[src/hw/rtl/cqir_pkg.sv]
// Shared types and codes for the collapsing queue with indexed removal.
// Holds the command and status codes, the transfer structs and the cell control struct.
// No dependencies.
package cqir_pkg;

    // Command codes carried by an input transfer
    localparam logic [2:0] CMD_APPEND    = 3'd0;
    localparam logic [2:0] CMD_POP_HEAD  = 3'd1;
    localparam logic [2:0] CMD_READ_HEAD = 3'd2;
    localparam logic [2:0] CMD_POP_TAIL  = 3'd3;
    localparam logic [2:0] CMD_POP_AT    = 3'd4;

    // Status codes returned with each result
    localparam logic [1:0] ST_OK        = 2'd0;
    localparam logic [1:0] ST_EMPTY     = 2'd1;
    localparam logic [1:0] ST_FULL      = 2'd2;
    localparam logic [1:0] ST_BAD_INDEX = 2'd3;

    // Input transfer payload
    typedef struct packed {
        logic [2:0]  command;
        logic [31:0] data_in;
        logic [3:0]  index;
    } t_in_item;

    // Result transfer payload
    typedef struct packed {
        logic [31:0] data_out;
        logic [1:0]  status;
        logic [4:0]  count;
    } t_out_item;

    // Per-cell control from the row controller
    typedef struct packed {
        logic shift;  // take the word of the next cell toward the tail
        logic load;   // take the appended word
        logic pick;   // present the held word on the read bus
    } t_cell_ctl;

endpackage

[src/hw/rtl/collapsing_queue_with_indexed_removal_unit.sv]
// Top level of the collapsing queue with indexed removal.
// Depends on cqir_pkg and instantiates a row of cqir_cell.
//
// Usage:
//   An ordered list of up to DEPTH words, packed from the head. A command
//   transfer is taken at a rising edge with start high and busy low; busy is
//   always low, so a new command may be issued in every cycle.
//   Commands: append at tail, remove head, read head, remove tail, remove at
//   index. A removal closes up every entry behind it in the same cycle, each
//   cell of the row taking the word of its neighbor toward the tail.
//   Latency: the result (word touched, status, count after the command) is on
//   o_result in the cycle after the command is taken, marked by o_strobe for
//   exactly one cycle, and held until the next command. Throughput: one command
//   per cycle, as the cell row and the count register update when it is taken.
//   Refused commands (append when full, removal or read when empty, index at
//   or beyond the count) return data zero and change nothing.
//   Reset clears the count and the strobe; the words of the cells are not
//   cleared, since only positions below the count are ever read.
//   The receiver cannot stall: each result is taken in the cycle it is shown.
module collapsing_queue_with_indexed_removal_unit
    import cqir_pkg::*;
#(
    parameter int DEPTH      = 16,
    parameter int DATA_WIDTH = 32
) (
    input  logic      i_clk,
    input  logic      i_rst_n,
    input  logic      start,
    output logic      busy,
    input  t_in_item  i_item,
    output logic      o_strobe,
    output t_out_item o_result
);

    localparam int HW = $clog2(DEPTH + 1);
    localparam int CW = (HW > 4) ? HW : 4;

    logic [HW-1:0]         r_held;
    logic [HW-1:0]         n_held;
    logic                  r_strobe;
    t_out_item             r_result;
    t_out_item             n_result;
    logic [1:0]            n_status;

    logic                  accept;
    logic                  empty;
    logic                  full;
    logic [CW-1:0]         idx_w;
    logic [CW-1:0]         held_w;
    logic                  do_append;
    logic                  do_remove;
    logic                  do_read;
    logic [HW-1:0]         pos;
    logic [DATA_WIDTH-1:0] append_word;
    logic [DATA_WIDTH-1:0] read_word;

    t_cell_ctl             cell_ctl  [DEPTH];
    logic [DATA_WIDTH-1:0] cell_word [DEPTH];
    logic [DATA_WIDTH-1:0] cell_pick [DEPTH];

    assign busy   = 1'b0;
    assign accept = start && !busy;
    assign empty  = (r_held == '0);
    assign full   = (r_held == HW'(DEPTH));
    assign idx_w  = CW'(i_item.index);
    assign held_w = CW'(r_held);
    assign append_word = DATA_WIDTH'(i_item.data_in);

    // Decode the command into one row operation and its status
    always_comb begin
        do_append = 1'b0;
        do_remove = 1'b0;
        do_read   = 1'b0;
        pos       = '0;
        n_status  = ST_OK;
        unique case (i_item.command)
            CMD_APPEND: begin
                if (full) n_status = ST_FULL;
                else      do_append = accept;
            end
            CMD_POP_HEAD: begin
                if (empty) n_status = ST_EMPTY;
                else       do_remove = accept;
            end
            CMD_READ_HEAD: begin
                if (empty) n_status = ST_EMPTY;
                else       do_read = accept;
            end
            CMD_POP_TAIL: begin
                pos = r_held - HW'(1);
                if (empty) n_status = ST_EMPTY;
                else       do_remove = accept;
            end
            CMD_POP_AT: begin
                pos = HW'(idx_w);
                if (empty)                n_status = ST_EMPTY;
                else if (idx_w >= held_w) n_status = ST_BAD_INDEX;
                else                      do_remove = accept;
            end
            default: begin
            end
        endcase
    end

    // Drive each cell: close up behind the removed position, load at the tail
    always_comb begin
        for (int k = 0; k < DEPTH; k++) begin
            cell_ctl[k].shift = do_remove && (HW'(k) >= pos);
            cell_ctl[k].load  = do_append && (HW'(k) == r_held);
            cell_ctl[k].pick  = (do_remove || do_read) && (HW'(k) == pos);
        end
    end

    // Build the row of cells, each fed by its neighbor toward the tail
    for (genvar g = 0; g < DEPTH; g++) begin : g_cell
        logic [DATA_WIDTH-1:0] next_word;
        if (g == DEPTH - 1) begin : g_last
            assign next_word = '0;
        end else begin : g_inner
            assign next_word = cell_word[g+1];
        end
        cqir_cell #(
            .DATA_WIDTH (DATA_WIDTH)
        ) u_cell (
            .i_clk         (i_clk),
            .i_ctl         (cell_ctl[g]),
            .i_append_word (append_word),
            .i_next_word   (next_word),
            .o_word        (cell_word[g]),
            .o_pick_word   (cell_pick[g])
        );
    end

    // Merge the selected cell onto the read bus
    always_comb begin
        read_word = '0;
        for (int k = 0; k < DEPTH; k++) begin
            read_word = read_word | cell_pick[k];
        end
    end

    // Compute the next count and the result
    always_comb begin
        n_held = r_held;
        if (do_append)      n_held = r_held + HW'(1);
        else if (do_remove) n_held = r_held - HW'(1);
        n_result.data_out = 32'(read_word);
        n_result.status   = n_status;
        n_result.count    = 5'(n_held);
    end

    // Hold count, strobe and result
    always_ff @(posedge i_clk) begin
        if (!i_rst_n) begin
            r_held   <= '0;
            r_strobe <= 1'b0;
        end else begin
            r_held   <= n_held;
            r_strobe <= accept;
        end
        if (accept) begin
            r_result <= n_result;
        end
    end

    assign o_strobe = r_strobe;
    assign o_result = r_result;

    // Count never exceeds the row length
    a_held_bound: assert property (@(posedge i_clk) disable iff (!i_rst_n)
        r_held <= HW'(DEPTH))
        else $error("count exceeds depth");

    // Every taken command gives exactly one strobed result in the next cycle
    a_strobe_follows: assert property (@(posedge i_clk) disable iff (!i_rst_n)
        accept |=> o_strobe)
        else $error("missing result strobe");

    // Reported count matches the held count
    a_count_match: assert property (@(posedge i_clk) disable iff (!i_rst_n)
        o_strobe |-> (o_result.count == 5'(r_held)))
        else $error("reported count differs from held count");

    // A full status is only given on a full row
    a_full_status: assert property (@(posedge i_clk) disable iff (!i_rst_n)
        (o_strobe && (o_result.status == ST_FULL)) |-> full)
        else $error("full status on a row with room");

    // A refused command leaves the count alone
    a_refused_hold: assert property (@(posedge i_clk) disable iff (!i_rst_n)
        (accept && (n_status != ST_OK)) |=> (r_held == $past(r_held)))
        else $error("refused command changed the count");

endmodule

[src/hw/rtl/cqir_cell.sv]
// One storage cell of the collapsing row: holds one word and closes up from its neighbor.
// Depends on cqir_pkg for the cell control struct.
module cqir_cell
    import cqir_pkg::*;
#(
    parameter int DATA_WIDTH = 32
) (
    input  logic                  i_clk,
    input  t_cell_ctl             i_ctl,
    input  logic [DATA_WIDTH-1:0] i_append_word,
    input  logic [DATA_WIDTH-1:0] i_next_word,
    output logic [DATA_WIDTH-1:0] o_word,
    output logic [DATA_WIDTH-1:0] o_pick_word
);

    logic [DATA_WIDTH-1:0] r_word;

    // Load an appended word or advance the neighbor's word toward the head
    always_ff @(posedge i_clk) begin
        if (i_ctl.load) begin
            r_word <= i_append_word;
        end else if (i_ctl.shift) begin
            r_word <= i_next_word;
        end
    end

    assign o_word      = r_word;
    // Gate the held word onto the read bus only when selected
    assign o_pick_word = i_ctl.pick ? r_word : '0;

endmodule

[config.mk]
export PLATFORM = sky130hd
export DESIGN_NAME = collapsing_queue_with_indexed_removal_unit
export DESIGN_NICKNAME = d
export VERILOG_FILES = /design/src/hw/rtl/cqir_pkg.sv /design/src/hw/rtl/collapsing_queue_with_indexed_removal_unit.sv /design/src/hw/rtl/cqir_cell.sv
export SDC_FILE = /design/constraint.sdc
export NUM_CORES = 1
export LEC_CHECK = 0
export ABC_AREA = 1
export BUFFER_PORTS_ARGS = -buffer_cell sky130_fd_sc_hd__buf_2
export CORE_MARGIN = 2
export CORE_UTILIZATION = 57
export DETAILED_ROUTE_END_ITERATION = 10
export GPL_TIMING_DRIVEN = 0
export PLACE_DENSITY = 0.77
export SLEW_MARGIN = 5
export SYNTH_ARGS = -nofsm -noshare
export SYNTH_HDL_FRONTEND = slang
export SYNTH_SLANG_ARGS = --single-unit
[constraint.sdc]
create_clock -name i_clk -period 4.15 [get_ports i_clk]
set_clock_uncertainty 0.2 [all_clocks]
set_input_delay 0.2075 -clock i_clk [delete_from_list [all_inputs] [get_ports i_clk]]
set_output_delay 0.2075 -clock i_clk [all_outputs]
set_load 0.005 [all_outputs]
==> reports/metrics.csv, run 1 <==
stage,metric,value,unit
timing,fmax,0.2548,GHz
cts,CTS Buf Count,57,
floorplan,DIE WIDTH,226.6,µm
synth,Synth Net Count,3252,
floorplan,IO Pins,83,
min_path,Worst Hold Class,input pin to flop,
drt,via count,24169,
grt,vias in the first global route,22146,
final_layout,final layout net count,3436,
final_layout,Area growth syn-to-layout,12.65,%
worst_setup_path,Worst EP required,4.02,ns
final_layout,fin util,0.6501,
cts,CTS root buf,clkbuf_16,
drt,WL final,87110,µm
worst_setup_path,kind of critical path,flop to flop,
final_layout,share of layout cells above drive strength 1,0.09364,
synth,Mean Syn Cell Area,8.827,µm²
synth,Commonest cells post-synth,"nand2_1, edfxtp_1, nand3_1",
drt,drt via density,5.905,
power_and_ir_drop,Max rail drop VDD,311.0,µV
drt,routed wire length per instance,21.28,µm
synth,top cell type by total area after synthesis,edfxtp_1,
drt,initial detailed-routing violation count,3647,
power_and_ir_drop,overall power,0.01224,W
timing,Final Max Tran Viols,0,
cts,"CTS clk-pin slew, worst paths",0.06,ns
cts,clk buf depth,3,
synth,"count leader, synth",nand2_1,
timing,Relative slew margins,0.1547,
power_and_ir_drop,Cell Pwr Density,384.6,nW/µm²
synth,synth top area cells,"edfxtp_1, nand2_1, nand3_1, o21ai_0, inv_1",
floorplan,die area,51350,µm²
placement,port bufs,81,
synth,sequential element share of the synthesized area,0.5900,
cts,clk_lat worst skew,0.63,ns
floorplan,Initial Util,0.5771,
grt,Total GRT Usage,0.3382,
placement,Post-DP HPWL,67790,µm
timing,final period utilization,0.9457,
run,max cap viols,0,
synth,Post-synth ARST share,0,
timing,Setup-failing EPs final,0,
worst_setup_path,kind of start point of the critical path,flop,
floorplan,Cell Rows,81,
worst_setup_path,Critical Path AT,3.80,ns
synth,Synth Warn #,0,
cts,CTS tree,built,
final_layout,post-route insts no fill,4093,
timing,setup tns final,0,ns
floorplan,core box area,48950,µm²
synth,post-synthesis cell count,3200,
synth,"Top FF cell, synth",edfxtp_1,
drt,# DRC,0,
timing,min Tclk post-route,3.925,ns
grt,global-route wire length before repair,127900,µm
cts,H-tree levels,2,
timing,RSZ-0062 raised after global routing,false,
drt,DRT antenna net count,0,
status,status,completed,
grt,largest net degree at the start of global routing,42,
timing,worst-margin pin slew,1.265,ns
cts,CTS Sinks,557,
placement,gp weighted congestion,0.9724,
synth,top-area cell type share of the netlist area,0.5858,
grt,GR Overflow Total,0,
grt,initial antenna violation count,2,
timing,Fin. Hold Viols,0,
placement,Post-Place Cells,3952,
synth,#FFs+latches synth,557,
synth,Post-synth EDFFs,551,
cts,post-CTS setup buffers,0,
floorplan,die height,226.6,µm
drt,Initial DRT Pass Iterations,7,
worst_setup_path,nature of the critical path endpoint,flop,
power_and_ir_drop,LEAKAGE,13.81,nW
worst_setup_path,Critical Path Fanout Max,32,
worst_setup_path,Reg2Reg Setup Slack,0.23,ns
synth,"Distinct cells, synth",29,
timing,Worst Hold Slack,0.06699,ns
synth,Syn Std Cell Area,28250,µm²
[critical path, cell delays in order (launching register included)]
cell and delay [ns]:
dfxtp_1 0.30, buf_2 0.24, inv_1 0.14, ha_1 0.30
inv_1 0.04, nor2_1 0.14, nand3_1 0.12, nand4_1 0.09
nand2_1 0.06, nand2_2 0.27, nor2_1 0.10, inv_1 0.45
nand2_1 0.90
[where the power goes]
group          internal, W  total [W]  leakage [nW]  switching (W)
Combinational     0.000196   0.000791          7.91       0.000595
Clock              0.00289    0.00507         0.868        0.00218
Sequential         0.00631    0.00638          5.04      0.0000626
Total              0.00940     0.0122          13.8        0.00284
[cell type report]
class / count / area [µm²]
sequential: 557 / 16670
buffer: 245 / 1079
tap: 664 / 830.8
multi-input combinational: 2167 / 9711
clock buffer: 75 / 1494
clock inverter: 28 / 286.5
antenna: 1 / 2.502
inverter: 231 / 867.1
timing repair buffer: 125 / 884.6
fill: 3965 / 17130
[metrics by stage]
step	cell area, µm²	setup WS (ns)
6_report	31820	0.2252
3_3_place_gp	29480	-1.669
3_5_place_dp	29660	-0.1857
2_1_floorplan	28250	-0.3371
5_1_grt	31820	0.04867
4_1_cts	31810	0.03024
[cells in the final DEF (no fill, tap or decap), types with 2 or more instances in the layout]
master,count
nor2_2,15
nor2_1,147
o211ai_1,3
ha_1,10
nand3_1,498
edfxtp_1,551
buf_4,6
clkbuf_1,145
nand4_1,6
buf_2,181
nand3_2,6
dlygate4sd3_1,37
o21ai_4,4
a21oi_1,4
clkinv_1,12
buf_1,12
and2_1,3
nor2_4,3
inv_2,12
clkinv_2,7
buf_6,4
nand2_2,12
xor2_1,3
clkbuf_16,57
bufinv_16,6
o22ai_1,2
dfxtp_1,6
nand2_1,957
buf_16,2
o21ai_0,489
inv_1,219
inv_6,2
[flip-flops by register name, indices dropped and copies added, names as in the netlist]
name / cells
g_cell.u_cell.o_word: 512
o_result: 39
held_w: 5
o_strobe: 1
[cells by family after synthesis]
kind of cell | Yosys count | share of synthesized area
AND/OR/NAND/NOR | 1651 | 0.2463
buffers and inverters | 476 | 0.06888
flip-flops | 557 | 0.5900
adder cells (fa/ha/maj) | 10 | 0.004429
AO/OA/AOI/OAI | 502 | 0.08930
XOR/XNOR | 3 | 0.0009304
other | 1 | 0.0001328
[final timing paths]
check	from	to	cells past startpoint
worst max-delay path	held_w[3]$_SDFF_PN0_	g_cell[7].u_cell.o_word[29]$_DFFE_PP_	12
worst min-delay path	i_item[37]	o_result[6]$_DFFE_PP_	6
worst max register to register	held_w[3]$_SDFF_PN0_	g_cell[7].u_cell.o_word[29]$_DFFE_PP_	12
worst min register to register	g_cell[13].u_cell.o_word[3]$_DFFE_PP_	g_cell[12].u_cell.o_word[3]$_DFFE_PP_	2
[routing by layer]
| layer | vias up | wire [µm] | global-route usage |
|---|---|---|---|
| met3 | 222 | 11550 | 0.07321 |
| met1 | 11169 | 33850 | 0.4729 |
| met5 | - | 0 | 0 |
| met2 | 1595 | 38180 | 0.5183 |
| li1 | 11183 | - | - |
| met4 | 0 | 3524 | 0.1326 |
[what timing repair did]
action	4_1_cts	5_1_grt
gates resized for setup	0	1
endpoints found under the hold margin	162	0
hold buffers	37	0
setup endpoints to repair	0	32
Power figures use the tool's default switching activity.
==> run 2: changes to the inputs <==
SYNTH_HIERARCHICAL = 1   (was unset)
==> run 2 against run 1 <==
  * The run now ends with capacitance limit left
  * Utilization decreased by 0.73 points
  * Worst hold slack improved by 0.0087 ns
  * Worst setup slack got worse by 0.0086 ns
  * Final cell count increased by 13%
  * Flip-flop and latch count unchanged
  * Via count increased by 4.8%
  * Critical endpoint is now o_result[37]$_DFFE_PP_
==> reports/metrics.csv, run 2 <==
stage,metric,value,unit,change
timing,fmax,0.2542,GHz,-0.22%
status,failing checks,capacitance limit,,
drt,via count,25325,,+4.8%
cts,CTS Sinks,557,,unchanged
synth,sequential element share of the synthesized area,0.5534,,-0.03662
timing,min Tclk post-route,3.933,ns,+0.008618 ns
grt,largest net degree at the start of global routing,42,,unchanged
synth,"count leader, synth",nand2_1,,
worst_setup_path,cell family with most CP delay,simple AND/OR/NAND/NOR gates,,
power_and_ir_drop,Cell Pwr Density,366.7,nW/µm²,-4.6%
grt,vias in the first global route,23336,,+5.4%
timing,RSZ-0062 raised after global routing,false,,
cts,"CTS clk-pin slew, worst paths",0.06,ns,about the same
run,max cap viols,1,,+1
cts,clk_lat worst skew,0.63,ns,about the same
synth,Syn Std Cell Area,30120,µm²,+6.6%
drt,# DRC,0,,unchanged
final_layout,FF+latch area,16670,µm²,unchanged
timing,Relative slew margins,0.005796,,-0.1489
cts,CTS tree,built,,
placement,Post-DP HPWL,61050,µm,-9.9%
timing,Fin. Hold Viols,0,,unchanged
final_layout,"commonest non-fill, non-tap cell in the layout",nand2_1,,
synth,"Top FF cell, synth",edfxtp_1,,
power_and_ir_drop,overall power,0.01236,W,+1.0%
worst_setup_path,Critical path buffers and inverters,4,,unchanged
floorplan,DIE WIDTH,233.9,µm,+3.2%
worst_setup_path,kind of critical path,flop to flop,,
drt,initial detailed-routing violation count,3650,,+0.082%
synth,top-area cell type share of the netlist area,0.5494,,-0.03636
final_layout,Final Cell Area,33710,µm²,+5.9%
worst_setup_path,Critical path origin,held_w[0]$_SDFF_PN0_,,
final_layout,share of layout cells above drive strength 1,0.1020,,+0.008312
worst_setup_path,kind of start point of the critical path,flop,,
final_layout,fin util,0.6427,,-0.007314
drt,DRT antenna net count,0,,unchanged
floorplan,core box area,52450,µm²,+7.1%
placement,placed cell areas,31510,µm²,+6.2%
floorplan,IO Pins,83,,unchanged
floorplan,die height,233.9,µm,+3.2%
final_layout,final layout net count,3948,,+15%
worst_setup_path,Critical Path Max Stage Delay,0.97,ns,+0.07 ns
drt,Initial DRT Pass Iterations,6,,-1
timing,setup slack after layout,0.2166,ns,-0.008618 ns
drt,WL final,96440,µm,+11%
synth,"Distinct cells, synth",34,,+17%
status,status,"finished, violations left",,
floorplan,Initial Util,0.5742,,-0.002808
drt,drt via density,5.469,,-7.4%
timing,Final Max Tran Viols,0,,unchanged
synth,Post-synth ARST share,0,,unchanged
power_and_ir_drop,Max rail drop VDD,339.5,µV,+9.2%
timing,Setup-failing EPs final,0,,unchanged
final_layout,Area growth syn-to-layout,11.93,%,
timing,final period utilization,0.9478,,+0.002077
final_layout,FILL cells,4422,,+12%
placement,port bufs,81,,unchanged
placement,gp weighted congestion,0.9247,,-4.9%
worst_setup_path,Critical Path Fanout Max,10,,-69%
worst_setup_path,Critical Path AT,4.18,ns,+0.38 ns
worst_setup_path,launching point of the worst reg2reg path,held_w[0]$_SDFF_PN0_,,
final_layout,max FFs per register,512,,unchanged
cts,H-tree levels,2,,unchanged
synth,Commonest cells post-synth,"nand2_1, edfxtp_1, inv_1",,
worst_setup_path,critical path cell sequence,inv_1 -> ha_1 -> o22ai_2 -> nand2_1 -> inv_1 -> nand2_1 -> nor3_1 -> buf_4 -> nand2_1 -> inv_1 -> nor4_1 -> nand4_1,,
worst_setup_path,nature of the critical path endpoint,flop,,
worst_setup_path,Worst EP required,4.40,ns,+0.38 ns
grt,Total GRT Usage,0.3525,,+0.01429
cts,CTS root buf,clkbuf_16,,
cts,post-CTS setup buffers,0,,unchanged
min_path,Worst Hold Class,input pin to flop,,
drt,routed wire length per instance,20.83,µm,-2.1%
floorplan,Cell Rows,84,,+3.7%
cts,CTS Buf Count,58,,+1.8%
power_and_ir_drop,LEAKAGE,18.42,nW,+33%
timing,Worst Hold Slack,0.07566,ns,+0.008675 ns
timing,worst-margin pin slew,1.480,ns,+0.2151 ns
placement,dpl ws,-0.2142,ns,-0.02852 ns
worst_setup_path,Crit-path slowest cell,nor3_1,,
final_layout,most frequent cells in the layout,"nand2_1, edfxtp_1, inv_1, nor4_1, buf_4",,
synth,Mean Syn Cell Area,8.168,µm²,-7.5%
synth,synth top area cells,"edfxtp_1, nand2_1, inv_1, nor4_1, buf_6",,
synth,#FFs+latches synth,557,,unchanged
synth,Post-synth EDFFs,551,,unchanged
synth,Synth Warn #,6,,+6
final_layout,area occupied by multi-input gates,9940,µm²,+2.4%
grt,GR Overflow Total,0,,unchanged
grt,global-route wire length before repair,140300,µm,+9.6%
synth,post-synthesis cell count,3687,,+15%
cts,clk buf depth,3,,unchanged
floorplan,die area,54690,µm²,+6.5%
final_layout,final antenna diode count,0,,-1
grt,initial antenna violation count,0,,-2
min_path,Worst Hold Launch,i_item[37],,
synth,top cell type by total area after synthesis,edfxtp_1,,
## run 2: cell types whose count changed after synthesis, moves of 63 or more
cell	previous run	this run
nand3_1	501	21
nor4_1	0	128
inv_1	219	546
clkbuf_1	127	0
nand2_1	963	2091
o21ai_0	493	2
buf_6	3	66
buf_2	100	0
nor2_1	147	43
buf_4	3	97
## run 2: kinds of logic after synthesis
family,Yosys count,share of synthesized area
adder cells (fa/ha/maj),10,0.004155
flip-flops,557,0.5534
other,1,0.0001245
buffers and inverters,738,0.1219
AND/OR/NAND/NOR,2361,0.3146
XOR/XNOR,4,0.001662
AO/OA/AOI/OAI,16,0.004154
## run 2: worst min-delay path, stage by stage
cell and delay, ns:
buf_2 0.12, inv_1 0.08, nand2_2 0.08, o21ai_0 0.09, o211ai_1 0.15, inv_1 0.07
## run 2: final timing paths
path | to | slack [ns] | cells after the start
worst max-delay path | o_result[37]$_DFFE_PP_ | 0.22 | 12
worst min-delay path | o_result[5]$_DFFE_PP_ | 0.08 | 6
worst max register to register | o_result[37]$_DFFE_PP_ | 0.22 | 12
worst min register to register | g_cell[14].u_cell/o_word[15]$_DFFE_PP_ | 0.33 | 2
## run 2: what timing repair did
action	CTS	global route
endpoints found under the hold margin	520	0
gates resized for setup	0	5
hold buffers	35	0
endpoints found under the setup margin	0	3
## run 2: layer usage
layer,global-route usage,wire [µm],share of wire
met1,0.4642,35190,0.36
met2,0.5382,42050,0.44
met3,0.1161,14650,0.15
met4,0.1466,4548,0.047
met5,0,0,0
## run 2: where the power goes
| part | internal (W) | switching (W) | total [W] |
|---|---|---|---|
| sequential | 0.00641 | 0.0000874 | 0.00649 |
| clock | 0.00288 | 0.00224 | 0.00512 |
| combinational | 0.000201 | 0.000551 | 0.000752 |
## run 2: layout make-up
class                           instances  share of cell area
Clock buffer                           77             0.04517
Clock inverter                         30            0.008240
Inverter                              575             0.06529
Sequential cell                       557              0.4944
Timing Repair Buffer                  117             0.02283
Buffer                                163             0.04365
Multi-Input combinational cell       2424              0.2949
Tap cell                              688             0.02554
## run 2: stage by stage
stage | TNS [ns] | std cells
6_report | 0 | 4631
3_5_place_dp | -6.875 | 4488
2_1_floorplan | 0 | 3719
3_3_place_gp | -5.004 | 4488
4_1_cts | 0 | 4630
5_1_grt | 0 | 4631
